[src/rtl/sfxlr_pkg.sv]
// sfxlr_pkg: shared widths, codes and the command format of the lump resampler
// used by the front parser, the command queue and the sample engine
`default_nettype none

package sfxlr_pkg;

	localparam int BYTE_W   = 8;
	localparam int LEN_W    = 31;
	localparam int PCM_W    = 16;
	localparam int STATUS_W = 2;
	localparam int RATE_W   = 17;
	localparam int IDX_W    = 32;
	localparam int POS_W    = 48;
	localparam int FRAC_W   = 16;
	// frame count field wide enough for the largest supported frame limit
	localparam int TOTAL_W  = 25;

	// result status codes
	localparam logic [STATUS_W-1:0] ST_SAMPLE     = 2'd0;
	localparam logic [STATUS_W-1:0] ST_BAD_HEADER = 2'd1;
	localparam logic [STATUS_W-1:0] ST_EARLY_END  = 2'd2;

	// command kinds from the front to the back
	localparam logic [1:0] CMD_ERR    = 2'd0;
	localparam logic [1:0] CMD_START  = 2'd1;
	localparam logic [1:0] CMD_SAMPLE = 2'd2;

	// header constants
	localparam logic [BYTE_W-1:0] MAGIC0      = 8'h03;
	localparam logic [BYTE_W-1:0] MAGIC1      = 8'h00;
	localparam logic [IDX_W-1:0]  HEADER_LEN  = 32'd8;
	localparam logic [IDX_W-1:0]  MIN_COUNT   = 32'd48;
	localparam logic [IDX_W-1:0]  PAD_BYTES   = 32'd32;
	localparam logic [IDX_W-1:0]  LEAD_BYTES  = 32'd24;
	localparam logic [15:0]       SRC_RATE_MIN = 16'd4000;
	localparam logic [16:0]       SRC_RATE_MAX = 17'd96000;
	// a step at or below this lets one sample byte need more than six outputs
	localparam logic [POS_W-1:0]  STEP_LIMIT  = 48'(32'hFFFF / 6);
	localparam logic [3:0]        BURST_MAX   = 4'd11;
	localparam logic [BYTE_W:0]   CENTER      = 9'd128;

	typedef struct packed {
		logic [1:0]          kind;
		logic [STATUS_W-1:0] status;
		logic [BYTE_W-1:0]   data;
		logic                is_end;
		logic                in_range;
		logic                k_pos;
		logic [IDX_W-1:0]    idx;    // sample index, or last index on start
		logic [POS_W-1:0]    step;
		logic [TOTAL_W-1:0]  total;
	} cmd_t;

endpackage

`default_nettype wire

[src/rtl/sfxlr_div.sv]
// sfxlr_div: restoring divider, one quotient bit per cycle
// no package dependencies
`default_nettype none

module sfxlr_div #(
	parameter int NW = 49,
	parameter int DW = 21
) (
	input  logic          clk,
	input  logic          arst_n,
	input  logic          start,
	input  logic [NW-1:0] dividend,
	input  logic [DW-1:0] divisor,
	output logic          done,
	output logic [NW-1:0] quotient
);
	localparam int CW = $clog2(NW + 1);

	logic [NW-1:0] quo_q;
	logic [DW-1:0] rem_q;
	logic [DW-1:0] div_q;
	logic [CW-1:0] cnt_q;
	logic          busy_q;
	logic          done_q;
	logic [DW:0]   trial;
	logic          fits;

	// trial subtract of the next dividend bit
	assign trial = {rem_q, quo_q[NW-1]};
	assign fits  = trial >= {1'b0, div_q};

	always_ff @(posedge clk or negedge arst_n) begin
		if (!arst_n) begin
			busy_q <= 1'b0;
			done_q <= 1'b0;
			cnt_q  <= '0;
		end else begin
			done_q <= 1'b0;
			if (start) begin
				busy_q <= 1'b1;
				cnt_q  <= CW'(NW);
			end else if (busy_q) begin
				cnt_q <= cnt_q - 1'b1;
				if (cnt_q == CW'(1)) begin
					busy_q <= 1'b0;
					done_q <= 1'b1;
				end
			end
		end
	end

	// datapath
	always_ff @(posedge clk) begin
		if (start) begin
			quo_q <= dividend;
			rem_q <= '0;
			div_q <= divisor;
		end else if (busy_q) begin
			quo_q <= {quo_q[NW-2:0], fits};
			rem_q <= fits ? DW'(trial - {1'b0, div_q}) : trial[DW-1:0];
		end
	end

	assign done     = done_q;
	assign quotient = quo_q;

endmodule

`default_nettype wire

[src/rtl/sfxlr_front.sv]
// sfxlr_front: byte intake, header checks, rate division and command issue
// depends on sfxlr_pkg and sfxlr_div
`default_nettype none

module sfxlr_front #(
	parameter int MAX_OUT_FRAMES = 1048576,
	parameter int FW = 21,
	parameter int DW = 21
) (
	input  logic                             clk,
	input  logic                             arst_n,
	input  logic                             in_valid,
	output logic                             in_ready,
	input  logic [sfxlr_pkg::BYTE_W-1:0]     in_byte,
	input  logic [sfxlr_pkg::LEN_W-1:0]      in_len,
	input  logic                             in_end,
	input  logic [sfxlr_pkg::RATE_W-1:0]     out_rate,
	input  logic                             q_full,
	output logic                             push,
	output sfxlr_pkg::cmd_t                  push_cmd
);
	import sfxlr_pkg::*;

	localparam int QW = 49;
	localparam logic [1:0] F_RUN  = 2'd0;
	localparam logic [1:0] F_DIV1 = 2'd1;
	localparam logic [1:0] F_DIV2 = 2'd2;
	localparam logic [1:0] F_PUSH = 2'd3;
	localparam logic [1:0] PH_HEADER  = 2'd0;
	localparam logic [1:0] PH_SAMPLES = 2'd1;
	localparam logic [1:0] PH_SKIP    = 2'd2;

	logic [1:0]        fstate_q;
	logic [1:0]        phase_q;
	logic [IDX_W-1:0]  byte_idx_q;
	logic [LEN_W-1:0]  held_len_q;
	logic [15:0]       hdr_rate_q;
	logic [IDX_W-1:0]  count_q;
	logic [QW-1:0]     prod_q;
	logic [FW-1:0]     frames_q;
	logic              end_hold_q;
	logic              start_q;
	cmd_t              cmd_q;

	logic              accept;
	logic [IDX_W-1:0]  idx;
	logic [LEN_W-1:0]  len_eff;
	logic [IDX_W-1:0]  cnt_full;
	logic [IDX_W-1:0]  real_now;
	logic [IDX_W-1:0]  real_cur;
	logic [IDX_W-1:0]  len_lim;
	logic [IDX_W-1:0]  k_now;
	logic              in_rng;
	logic              hdr_bad;
	logic              hdr_go;
	logic              push_now;
	cmd_t              cmd_now;
	cmd_t              div_cmd;
	logic              div_done;
	logic [QW-1:0]     div_quot;
	logic [QW-1:0]     div_num;
	logic [DW-1:0]     div_den;
	logic              quot_bad;
	logic              step_bad;

	assign accept   = in_valid && in_ready;
	assign in_ready = (fstate_q == F_RUN) && !q_full;
	assign idx      = byte_idx_q;
	assign len_eff  = (idx == '0) ? in_len : held_len_q;
	assign cnt_full = {in_byte, count_q[23:0]};
	assign real_now = cnt_full - PAD_BYTES;
	assign real_cur = count_q - PAD_BYTES;
	assign len_lim  = {1'b0, len_eff} - HEADER_LEN;
	assign k_now    = idx - LEAD_BYTES;
	assign in_rng   = (idx >= LEAD_BYTES) && (k_now < real_cur);

	// classify the byte and build its command
	always_comb begin
		hdr_bad  = 1'b0;
		hdr_go   = 1'b0;
		push_now = 1'b0;
		cmd_now          = '0;
		cmd_now.data     = in_byte;
		cmd_now.is_end   = in_end;
		cmd_now.in_range = in_rng;
		cmd_now.k_pos    = k_now != '0;
		cmd_now.idx      = k_now;
		case (phase_q)
			PH_HEADER: begin
				if (idx == 32'd0) begin
					hdr_bad = (len_eff < LEN_W'(8)) || (in_byte != MAGIC0);
				end else if (idx == 32'd1) begin
					hdr_bad = in_byte != MAGIC1;
				end else if (idx == 32'd7) begin
					hdr_bad = (cnt_full <= MIN_COUNT) || (cnt_full > len_lim)
						|| (hdr_rate_q < SRC_RATE_MIN) || ({1'b0, hdr_rate_q} > SRC_RATE_MAX);
					hdr_go = !hdr_bad;
				end
				cmd_now.kind = CMD_ERR;
				if (hdr_bad) begin
					push_now       = 1'b1;
					cmd_now.status = ST_BAD_HEADER;
				end else if (!hdr_go && in_end) begin
					push_now       = 1'b1;
					cmd_now.status = ST_EARLY_END;
				end
			end
			PH_SAMPLES: begin
				cmd_now.kind = CMD_SAMPLE;
				push_now     = in_rng || in_end;
			end
			default: ;
		endcase
	end

	// shared divider: output frame count, then the fixed point step
	assign div_num = (fstate_q == F_DIV2) ? {1'b0, real_cur, 16'h0000} : prod_q;
	assign div_den = (fstate_q == F_DIV2) ? DW'(frames_q) : DW'(hdr_rate_q);
	assign quot_bad = (div_quot == '0) || (div_quot > QW'(MAX_OUT_FRAMES));
	assign step_bad = div_quot[POS_W-1:0] <= STEP_LIMIT;

	sfxlr_div #(.NW(QW), .DW(DW)) u_div (
		.clk      (clk),
		.arst_n   (arst_n),
		.start    (start_q),
		.dividend (div_num),
		.divisor  (div_den),
		.done     (div_done),
		.quotient (div_quot)
	);

	assign push     = (accept && push_now) || ((fstate_q == F_PUSH) && !q_full);
	assign push_cmd = (fstate_q == F_PUSH) ? cmd_q : cmd_now;

	// command that closes the header once a division is done
	always_comb begin
		div_cmd = '0;
		if (fstate_q == F_DIV1) begin
			div_cmd.kind   = CMD_ERR;
			div_cmd.status = ST_BAD_HEADER;
		end else begin
			div_cmd.step  = div_quot[POS_W-1:0];
			div_cmd.total = TOTAL_W'(frames_q);
			div_cmd.idx   = real_cur - 1'b1;
			if (step_bad) begin
				div_cmd.kind   = CMD_ERR;
				div_cmd.status = ST_BAD_HEADER;
			end else if (end_hold_q) begin
				div_cmd.kind   = CMD_ERR;
				div_cmd.status = ST_EARLY_END;
			end else begin
				div_cmd.kind = CMD_START;
			end
		end
	end

	// control state
	always_ff @(posedge clk or negedge arst_n) begin
		if (!arst_n) begin
			fstate_q   <= F_RUN;
			phase_q    <= PH_HEADER;
			byte_idx_q <= '0;
			start_q    <= 1'b0;
		end else begin
			start_q <= 1'b0;
			case (fstate_q)
				F_RUN: begin
					if (accept) begin
						if (in_end) begin
							byte_idx_q <= '0;
						end else if (byte_idx_q != '1) begin
							byte_idx_q <= byte_idx_q + 1'b1;
						end
						if (in_end) begin
							phase_q <= PH_HEADER;
						end else if (hdr_bad) begin
							phase_q <= PH_SKIP;
						end
						if (hdr_go) begin
							fstate_q <= F_DIV1;
							start_q  <= 1'b1;
						end
					end
				end
				F_DIV1: begin
					if (div_done) begin
						if (quot_bad) begin
							fstate_q <= F_PUSH;
							if (!end_hold_q) begin
								phase_q <= PH_SKIP;
							end
						end else begin
							fstate_q <= F_DIV2;
							start_q  <= 1'b1;
						end
					end
				end
				F_DIV2: begin
					if (div_done) begin
						fstate_q <= F_PUSH;
						if (!end_hold_q) begin
							phase_q <= step_bad ? PH_SKIP : PH_SAMPLES;
						end
					end
				end
				F_PUSH: begin
					if (!q_full) begin
						fstate_q <= F_RUN;
					end
				end
				default: fstate_q <= F_RUN;
			endcase
		end
	end

	// header fields and the pending command
	always_ff @(posedge clk) begin
		if (accept) begin
			end_hold_q <= in_end;
			if (idx == '0) begin
				held_len_q <= in_len;
			end
			if (phase_q == PH_HEADER) begin
				if (idx == 32'd0) begin
					hdr_rate_q <= '0;
					count_q    <= '0;
				end else if (idx == 32'd2) begin
					hdr_rate_q[7:0] <= in_byte;
				end else if (idx == 32'd3) begin
					hdr_rate_q[15:8] <= in_byte;
				end else if (idx == 32'd4) begin
					count_q[7:0] <= in_byte;
				end else if (idx == 32'd5) begin
					count_q[15:8] <= in_byte;
				end else if (idx == 32'd6) begin
					count_q[23:16] <= in_byte;
				end else if (idx == 32'd7) begin
					count_q[31:24] <= in_byte;
					prod_q <= QW'(real_now) * QW'(out_rate);
				end
			end
		end
		if (fstate_q == F_DIV1 && div_done) begin
			frames_q <= div_quot[FW-1:0];
		end
		if ((fstate_q == F_DIV1 || fstate_q == F_DIV2) && div_done) begin
			cmd_q <= div_cmd;
		end
	end

endmodule

`default_nettype wire

[src/rtl/sfxlr_cmd_fifo.sv]
// sfxlr_cmd_fifo: two-entry command queue between front and back
// depends on sfxlr_pkg
`default_nettype none

module sfxlr_cmd_fifo (
	input  logic            clk,
	input  logic            arst_n,
	input  logic            push,
	input  sfxlr_pkg::cmd_t push_cmd,
	output logic            full,
	input  logic            pop,
	output logic            not_empty,
	output sfxlr_pkg::cmd_t head
);
	import sfxlr_pkg::*;

	cmd_t       slot_q [2];
	logic       wr_q;
	logic       rd_q;
	logic [1:0] cnt_q;

	assign full      = cnt_q == 2'd2;
	assign not_empty = cnt_q != 2'd0;
	assign head      = slot_q[rd_q];

	// pointers and fill count
	always_ff @(posedge clk or negedge arst_n) begin
		if (!arst_n) begin
			wr_q  <= 1'b0;
			rd_q  <= 1'b0;
			cnt_q <= '0;
		end else begin
			if (push) begin
				wr_q <= !wr_q;
			end
			if (pop) begin
				rd_q <= !rd_q;
			end
			if (push && !pop) begin
				cnt_q <= cnt_q + 1'b1;
			end else if (pop && !push) begin
				cnt_q <= cnt_q - 1'b1;
			end
		end
	end

	// storage
	always_ff @(posedge clk) begin
		if (push) begin
			slot_q[wr_q] <= push_cmd;
		end
	end

endmodule

`default_nettype wire

[src/rtl/sfxlr_back.sv]
// sfxlr_back: interpolation engine and result register
// depends on sfxlr_pkg
`default_nettype none

module sfxlr_back #(
	parameter int FW = 21
) (
	input  logic                             clk,
	input  logic                             arst_n,
	input  logic                             cmd_valid,
	input  sfxlr_pkg::cmd_t                  cmd,
	output logic                             pop,
	output logic                             out_valid,
	input  logic                             out_ready,
	output logic [sfxlr_pkg::PCM_W-1:0]      out_pcm,
	output logic [sfxlr_pkg::STATUS_W-1:0]   out_status,
	output logic                             out_final
);
	import sfxlr_pkg::*;

	localparam logic [1:0] B_IDLE = 2'd0;
	localparam logic [1:0] B_LOOP = 2'd1;
	localparam logic [1:0] B_TAIL = 2'd2;

	logic [1:0]          bstate_q;
	logic                active_q;
	logic [POS_W-1:0]    step_q;
	logic [POS_W-1:0]    pos_q;
	logic [FW-1:0]       total_q;
	logic [FW-1:0]       emitted_q;
	logic [IDX_W-1:0]    last_q;
	logic [BYTE_W-1:0]   prev_q;
	logic [3:0]          burst_q;
	logic                ovalid_q;
	logic [PCM_W-1:0]    opcm_q;
	logic [STATUS_W-1:0] ostat_q;
	logic                ofin_q;

	logic                can_emit;
	logic [IDX_W-1:0]    i0;
	logic [FRAC_W-1:0]   frac;
	logic                at_last;
	logic                stop;
	logic [BYTE_W-1:0]   a_sel;
	logic signed [BYTE_W:0]   diff;
	logic signed [25:0]  prod;
	logic [9:0]          sum;
	logic [PCM_W-1:0]    blend_pcm;
	logic                emit_smp;
	logic                emit_err;
	logic [STATUS_W-1:0] err_status;
	logic                fin_now;

	assign can_emit = !ovalid_q || out_ready;
	assign i0       = pos_q[POS_W-1:FRAC_W];
	assign frac     = pos_q[FRAC_W-1:0];
	assign at_last  = i0 >= last_q;
	assign stop     = (emitted_q == total_q) || (burst_q == BURST_MAX)
		|| (at_last && cmd.idx != last_q) || (!at_last && !(i0 < cmd.idx));

	// linear blend of the two centred source bytes, floor of the fraction
	assign a_sel     = at_last ? cmd.data : prev_q;
	assign diff      = $signed({1'b0, cmd.data}) - $signed({1'b0, a_sel});
	assign prod      = 26'(diff) * 26'($signed({1'b0, frac}));
	assign sum       = 10'({1'b0, a_sel}) - 10'(CENTER) + prod[25:16];
	assign blend_pcm = {sum[7:0], 8'h00};

	assign emit_smp = (bstate_q == B_LOOP) && can_emit && !stop;
	assign fin_now  = (emitted_q + 1'b1) == total_q;

	// error results and queue pops
	always_comb begin
		emit_err   = 1'b0;
		err_status = ST_EARLY_END;
		pop        = 1'b0;
		case (bstate_q)
			B_IDLE: begin
				if (cmd_valid) begin
					if (cmd.kind == CMD_ERR) begin
						emit_err   = can_emit;
						err_status = cmd.status;
						pop        = can_emit;
					end else if (cmd.kind == CMD_START) begin
						pop = 1'b1;
					end
				end
			end
			B_TAIL: begin
				if (cmd.is_end && active_q) begin
					emit_err = can_emit;
					pop      = can_emit;
				end else begin
					pop = 1'b1;
				end
			end
			default: ;
		endcase
	end

	// sequencer and run state
	always_ff @(posedge clk or negedge arst_n) begin
		if (!arst_n) begin
			bstate_q <= B_IDLE;
			active_q <= 1'b0;
		end else begin
			case (bstate_q)
				B_IDLE: begin
					if (cmd_valid) begin
						if (cmd.kind == CMD_ERR) begin
							if (can_emit) begin
								active_q <= 1'b0;
							end
						end else if (cmd.kind == CMD_START) begin
							active_q <= 1'b1;
						end else if (cmd.kind == CMD_SAMPLE) begin
							bstate_q <= (active_q && cmd.in_range && cmd.k_pos) ? B_LOOP : B_TAIL;
						end
					end
				end
				B_LOOP: begin
					if (can_emit) begin
						if (stop) begin
							bstate_q <= B_TAIL;
						end else if (fin_now) begin
							active_q <= 1'b0;
						end
					end
				end
				B_TAIL: begin
					if (pop) begin
						bstate_q <= B_IDLE;
						if (cmd.is_end) begin
							active_q <= 1'b0;
						end
					end
				end
				default: bstate_q <= B_IDLE;
			endcase
		end
	end

	// position, counters and the previous byte
	always_ff @(posedge clk) begin
		if (bstate_q == B_IDLE && cmd_valid && cmd.kind == CMD_START) begin
			step_q    <= cmd.step;
			total_q   <= cmd.total[FW-1:0];
			last_q    <= cmd.idx;
			pos_q     <= '0;
			emitted_q <= '0;
			prev_q    <= '0;
		end
		if (bstate_q == B_IDLE) begin
			burst_q <= '0;
		end
		if (emit_smp) begin
			pos_q     <= pos_q + step_q;
			emitted_q <= emitted_q + 1'b1;
			burst_q   <= burst_q + 1'b1;
		end
		if (bstate_q == B_TAIL && cmd.in_range) begin
			prev_q <= cmd.data;
		end
	end

	// result register
	always_ff @(posedge clk or negedge arst_n) begin
		if (!arst_n) begin
			ovalid_q <= 1'b0;
		end else if (emit_smp || emit_err) begin
			ovalid_q <= 1'b1;
		end else if (out_ready) begin
			ovalid_q <= 1'b0;
		end
	end

	always_ff @(posedge clk) begin
		if (emit_smp) begin
			opcm_q  <= blend_pcm;
			ostat_q <= ST_SAMPLE;
			ofin_q  <= fin_now;
		end else if (emit_err) begin
			opcm_q  <= '0;
			ostat_q <= err_status;
			ofin_q  <= 1'b1;
		end
	end

	assign out_valid  = ovalid_q;
	assign out_pcm    = opcm_q;
	assign out_status = ostat_q;
	assign out_final  = ofin_q;

`ifndef NO_ASSERTIONS
	a_err_final: assert property (@(posedge clk) disable iff (!arst_n)
		ovalid_q && ostat_q != ST_SAMPLE |-> ofin_q && opcm_q == '0)
		else $error("error result not final or not zero");
	a_count_bound: assert property (@(posedge clk) disable iff (!arst_n)
		active_q |-> emitted_q <= total_q)
		else $error("emitted frames exceed total");
	a_loop_final: assert property (@(posedge clk) disable iff (!arst_n)
		bstate_q == B_LOOP && !active_q |-> emitted_q == total_q)
		else $error("run ended in loop without final frame");
	a_burst: assert property (@(posedge clk) disable iff (!arst_n)
		emit_smp |-> burst_q < BURST_MAX)
		else $error("too many outputs for one byte");
`endif

endmodule

`default_nettype wire

[src/rtl/sfx_lump_linear_resampler_core.sv]
// Channels: s_* takes one lump byte per transfer; s_tlast marks the final byte
// of the lump and s_tdata carries the byte and the lump length (length is taken
// on the first byte). m_* gives results: m_tdata the signed pcm sample, m_tuser
// the status (0 sample, 1 header rejected, 2 stream ended early), m_tlast the
// final result of the lump. cfg_wen/cfg_wdata write the output rate in hertz.
// Throughput: the intake takes one byte per cycle while the command queue has
// room; the engine gives up to eleven results for a sample byte, one per cycle
// while the receiver takes them. The eighth header byte runs the output count
// and step divisions on one shared bit-serial divider, and the next byte is
// taken only after both are done. A result reaches m_tvalid through the command
// queue and the result register; a sample result also passes the engine's loop
// state.
// A two-entry queue parts intake from the engine; the result register holds a
// result until it is taken and the engine makes the next one in that cycle; a
// stalled receiver holds m_tdata stable and back-pressures the queue and s_tready.
// Reset clears all control state, the output rate returns to 22050 and the
// next byte is taken as the start of a lump.
// depends on sfxlr_pkg, sfxlr_front, sfxlr_cmd_fifo, sfxlr_back
`default_nettype none

module sfx_lump_linear_resampler_core #(
	parameter int MAX_OUT_FRAMES = 1048576
) (
	input  logic                              clk,
	input  logic                              arst_n,
	input  logic                              s_tvalid,
	output logic                              s_tready,
	input  logic [39:0]                       s_tdata,   // lump_byte[7:0], lump_length[38:8], 0
	input  logic                              s_tlast,   // lump_end
	output logic                              m_tvalid,
	input  logic                              m_tready,
	output logic [sfxlr_pkg::PCM_W-1:0]       m_tdata,   // pcm_sample[15:0]
	output logic [sfxlr_pkg::STATUS_W-1:0]    m_tuser,   // status[1:0]
	output logic                              m_tlast,   // final_res
	input  logic                              cfg_wen,
	input  logic [sfxlr_pkg::RATE_W-1:0]      cfg_wdata
);
	import sfxlr_pkg::*;

	localparam int FW = $clog2(MAX_OUT_FRAMES + 1);
	localparam int DW = (FW > 16) ? FW : 16;

	logic [RATE_W-1:0] out_rate_q;
	logic              q_full;
	logic              push;
	cmd_t              push_cmd;
	logic              pop;
	logic              q_not_empty;
	cmd_t              head;

	// output rate register
	always_ff @(posedge clk or negedge arst_n) begin
		if (!arst_n) begin
			out_rate_q <= 17'd22050;
		end else if (cfg_wen) begin
			out_rate_q <= cfg_wdata;
		end
	end

	sfxlr_front #(.MAX_OUT_FRAMES(MAX_OUT_FRAMES), .FW(FW), .DW(DW)) u_front (
		.clk      (clk),
		.arst_n   (arst_n),
		.in_valid (s_tvalid),
		.in_ready (s_tready),
		.in_byte  (s_tdata[7:0]),
		.in_len   (s_tdata[38:8]),
		.in_end   (s_tlast),
		.out_rate (out_rate_q),
		.q_full   (q_full),
		.push     (push),
		.push_cmd (push_cmd)
	);

	sfxlr_cmd_fifo u_fifo (
		.clk       (clk),
		.arst_n    (arst_n),
		.push      (push),
		.push_cmd  (push_cmd),
		.full      (q_full),
		.pop       (pop),
		.not_empty (q_not_empty),
		.head      (head)
	);

	sfxlr_back #(.FW(FW)) u_back (
		.clk        (clk),
		.arst_n     (arst_n),
		.cmd_valid  (q_not_empty),
		.cmd        (head),
		.pop        (pop),
		.out_valid  (m_tvalid),
		.out_ready  (m_tready),
		.out_pcm    (m_tdata),
		.out_status (m_tuser),
		.out_final  (m_tlast)
	);

endmodule

`default_nettype wire

[config.mk]
export PLATFORM = sky130hd
export DESIGN_NAME = sfx_lump_linear_resampler_core
export DESIGN_NICKNAME = d
export VERILOG_FILES = /design/src/rtl/sfxlr_pkg.sv /design/src/rtl/sfxlr_div.sv /design/src/rtl/sfxlr_front.sv /design/src/rtl/sfxlr_cmd_fifo.sv /design/src/rtl/sfxlr_back.sv /design/src/rtl/sfx_lump_linear_resampler_core.sv
export SDC_FILE = /design/constraint.sdc
export NUM_CORES = 2
export LEC_CHECK = 0
export BUFFER_PORTS_ARGS = -buffer_cell sky130_fd_sc_hd__buf_4
export CORE_AREA = 2 2 400 402
export DETAILED_ROUTE_END_ITERATION = 12
export DIE_AREA = 0 0 402 404
export SLEW_MARGIN = 10
export SYNTH_ARGS = -nofsm -noshare
export SYNTH_HDL_FRONTEND = slang
export SYNTH_SLANG_ARGS = --single-unit
[constraint.sdc]
create_clock -name clk -period 37 [get_ports clk]
set_clock_uncertainty 0.05 [all_clocks]
set_input_delay 3.7 -clock clk [delete_from_list [all_inputs] [get_ports clk]]
set_output_delay 3.7 -clock clk [all_outputs]
set_load 0.02 [all_outputs]
==> metrics.yaml <==
htree_levels: 3
final.fill_count: 14800
clk_latency_ns: 0.72
postCtsSetupRepairBufs: 0
finalWeightedCongestion: 0.890
flow.area_growth_from_synthesis_pct: 9.57
critPathTopFamily: "compound AO/OA/AOI/OAI gates"
core-area_mm2: 0.158
design.die.area_mm2: 0.162
synth_flop_cell: "edfxtp_1"
cpMaxStageDelayCell: "o41ai_1"
cp_slowest_stage_delay_ns: 0.69
die-width_um: 402
min_period_ns: 12.03
endpoint: "u_back.out_pcm[15]"
layout-drive-gt1-share: 0.0926
worst_r2r_startpoint: "u_back.pos_q[21]"
tritoncts: "yes"
first_pass_iters: 6
required_ns: 37.40
crit_buf_inv: 3
worstSetupPathDepth: 44
synth.yosys.warnings: 0
num_rows: 146
timing.max_slew.rel_slack: 0.0649
achievable-frequency_mhz: 83.1
ff_latch_area_mm2: 0.0247
reg2reg_to: "u_back.out_pcm[15]"
finalHoldViolations: 0
numClockSinks: 840
min-delay-start: "u_front.u_div.quotient[9]"
setup_total_negative_slack_ns: 0
multi_input_comb_area_mm2: 0.0360
grt_start_max_net_pins: 71
timing_max_transition_violations_final: 0
setup.worst_path.start: "u_back.pos_q[21]"
worst-endpoint-arrival_ns: 12.43
grt_first_pass_wirelength_um: 261000
initial_utilization: 0.408
cts-root-buf: "clkbuf_16"
rsz0062_at_grt: "no"
outcome: "complete, no violations"
cts.path.max_buffers: 3
postSynthAreaPerCell_um2: 10.7
proportion_of_synthesized_chip_area_in_sequential_cells: 0.383
post_synth_inst_count: 6027
ioPinCount: 84
chipHeight_um: 404
ff2ff_path_depth: 44
cts-buffers-inserted: 94
detailed_place_hpwl_um: 127000
fin_crit_sh: 0.325
drtIter0Drc: 3235
timing.setup.critical_path_class: "reg2reg"
buffer_ports.inserted: 74
cts_hold_repair.buffers: 0
cts.repair.resized: 0
dr_total_vias: 43400
tightest_slew_ns: 1.38
critPathCaptureType: "register"
hold_path_class: "reg2reg"
first_global_vias: 44000
drcViolationCount: 0
synth_edf_count: 747
grt_remaining_overflow: 0
grt_antenna_before_repair: 7
setup_viol: 0
rrSetupSlack_ns: 24.97
clk_pin_slew_ns: 0.06
ant_nets: 0
crit_path_max_fanout: 17
drt-wirelength-per-cell_um: 20.5
detail_route.vias_per_cell: 5.31
synthesis.area_mm2: 0.0643
worst_setup_path_start_kind: "register"
async_reset_ff_frac: 0.0833
maxCapViolations: 0
synth_seq_cells: 840
ys_types: 87
drt-total-wl_um: 168000
gr-usage-all-layers: 0.208
nNetsFinal: 7049
-- layout make-up --
cell class	count	share of cell area
Antenna cell	7	0.000249
Clock buffer	125	0.0376
Clock inverter	52	0.00904
Inverter	763	0.0407
Multi-Input combinational cell	4175	0.510
Sequential cell	840	0.350
Tap cell	2072	0.0368
Timing Repair Buffer	145	0.0154
-- cell usage in the layout, fill, tap and decap left out, types with 99 or more instances in the layout --
cell type and n:
xnor2_1 196, fa_1 551, a21oi_1 200, buf_4 145, ha_1 413, nor2b_1 123, a21o_1 113, xor2_1 115
edfxtp_1 747, nor3_1 99, mux2_2 194, nand2_1 644, and2_1 287, nor2_1 377, inv_1 759, o21ai_0 146
-- synth_stat cells (48+ instances only) --
master | count | share of area
edfxtp_1 | 747 | 0.35
nor3_1 | 101 | 0.0079
mux2i_1 | 71 | 0.011
o21ai_0 | 146 | 0.011
nand2b_1 | 62 | 0.0060
nand3_1 | 70 | 0.0054
inv_1 | 762 | 0.044
a21o_1 | 113 | 0.013
clkbuf_1 | 229 | 0.013
fa_1 | 551 | 0.17
a21oi_1 | 200 | 0.016
nand2_1 | 645 | 0.038
nor2b_1 | 124 | 0.012
ha_1 | 416 | 0.081
nor4_1 | 48 | 0.0047
xor2_1 | 119 | 0.016
mux2_2 | 194 | 0.034
dfrtp_1 | 64 | 0.025
and2_1 | 289 | 0.028
nor2_1 | 377 | 0.022
nand4_1 | 68 | 0.0066
xnor2_1 | 202 | 0.028
-- per-layer routing --
layer | routed length [um] | up-vias | GRT usage
met1 | 75400 | 21600 | 0.292
met4 | 5320 | 2 | 0.0671
met2 | 75800 | 1342 | 0.329
met5 | 13 | - | 0
li1 | - | 20200 | -
met3 | 11000 | 239 | 0.0326
-- through the flow --
stage          setup WS (ns)  hold WS, ns  cells  area, um2  utilization
3_5_place_dp           24.89        0.416   7995      67200        0.426
3_3_place_gp           24.91        0.415   7995      67200        0.426
6_report               24.97        0.431   8179      70500        0.447
2_1_floorplan          23.61        0.401   6034      64400            -
4_1_cts                24.88        0.430   8172      70500        0.446
5_1_grt                24.05        0.451   8172      70500        0.446
-- state kept, by name, indices dropped and copies added, names as in the netlist, 16 cells and up --
signal / flops
out_rate_q: 17
u_back.emitted_q: 21
u_back.last_q: 32
u_back.pos_q: 48
u_back.step_q: 48
u_back.total_q: 21
u_fifo.slot_q: 232
u_front.byte_idx_q: 32
u_front.cmd_q: 104
u_front.count_q: 32
u_front.frames_q: 21
u_front.hdr_rate_q: 16
u_front.held_len_q: 31
u_front.prod_q: 49
u_front.u_div.div_q: 21
u_front.u_div.quotient: 49
u_front.u_div.rem_q: 21
-- worst min path at each step --
stage,to,slack [ns],cells past startpoint
detailed placement,u_front.frames_q[9],0.42,0
finish,u_front.frames_q[9],0.43,0
floorplan,u_front.frames_q[6],0.40,0
CTS,u_front.frames_q[9],0.43,0
global placement,u_front.frames_q[10],0.41,0
global route,u_front.frames_q[9],0.45,0
-- cell families after synthesis --
group / synth area share
xor+xnor: 0.0441
other cells: 0.0000583
simple gates: 0.146
buf+inv: 0.0600
flops: 0.383
fa+ha+maj: 0.252
compound gates: 0.0691
mux: 0.0450
Power is left out: the tool's default activity adds up to more than one toggle a clock period on the data nets, which glitch-free logic cannot reach.
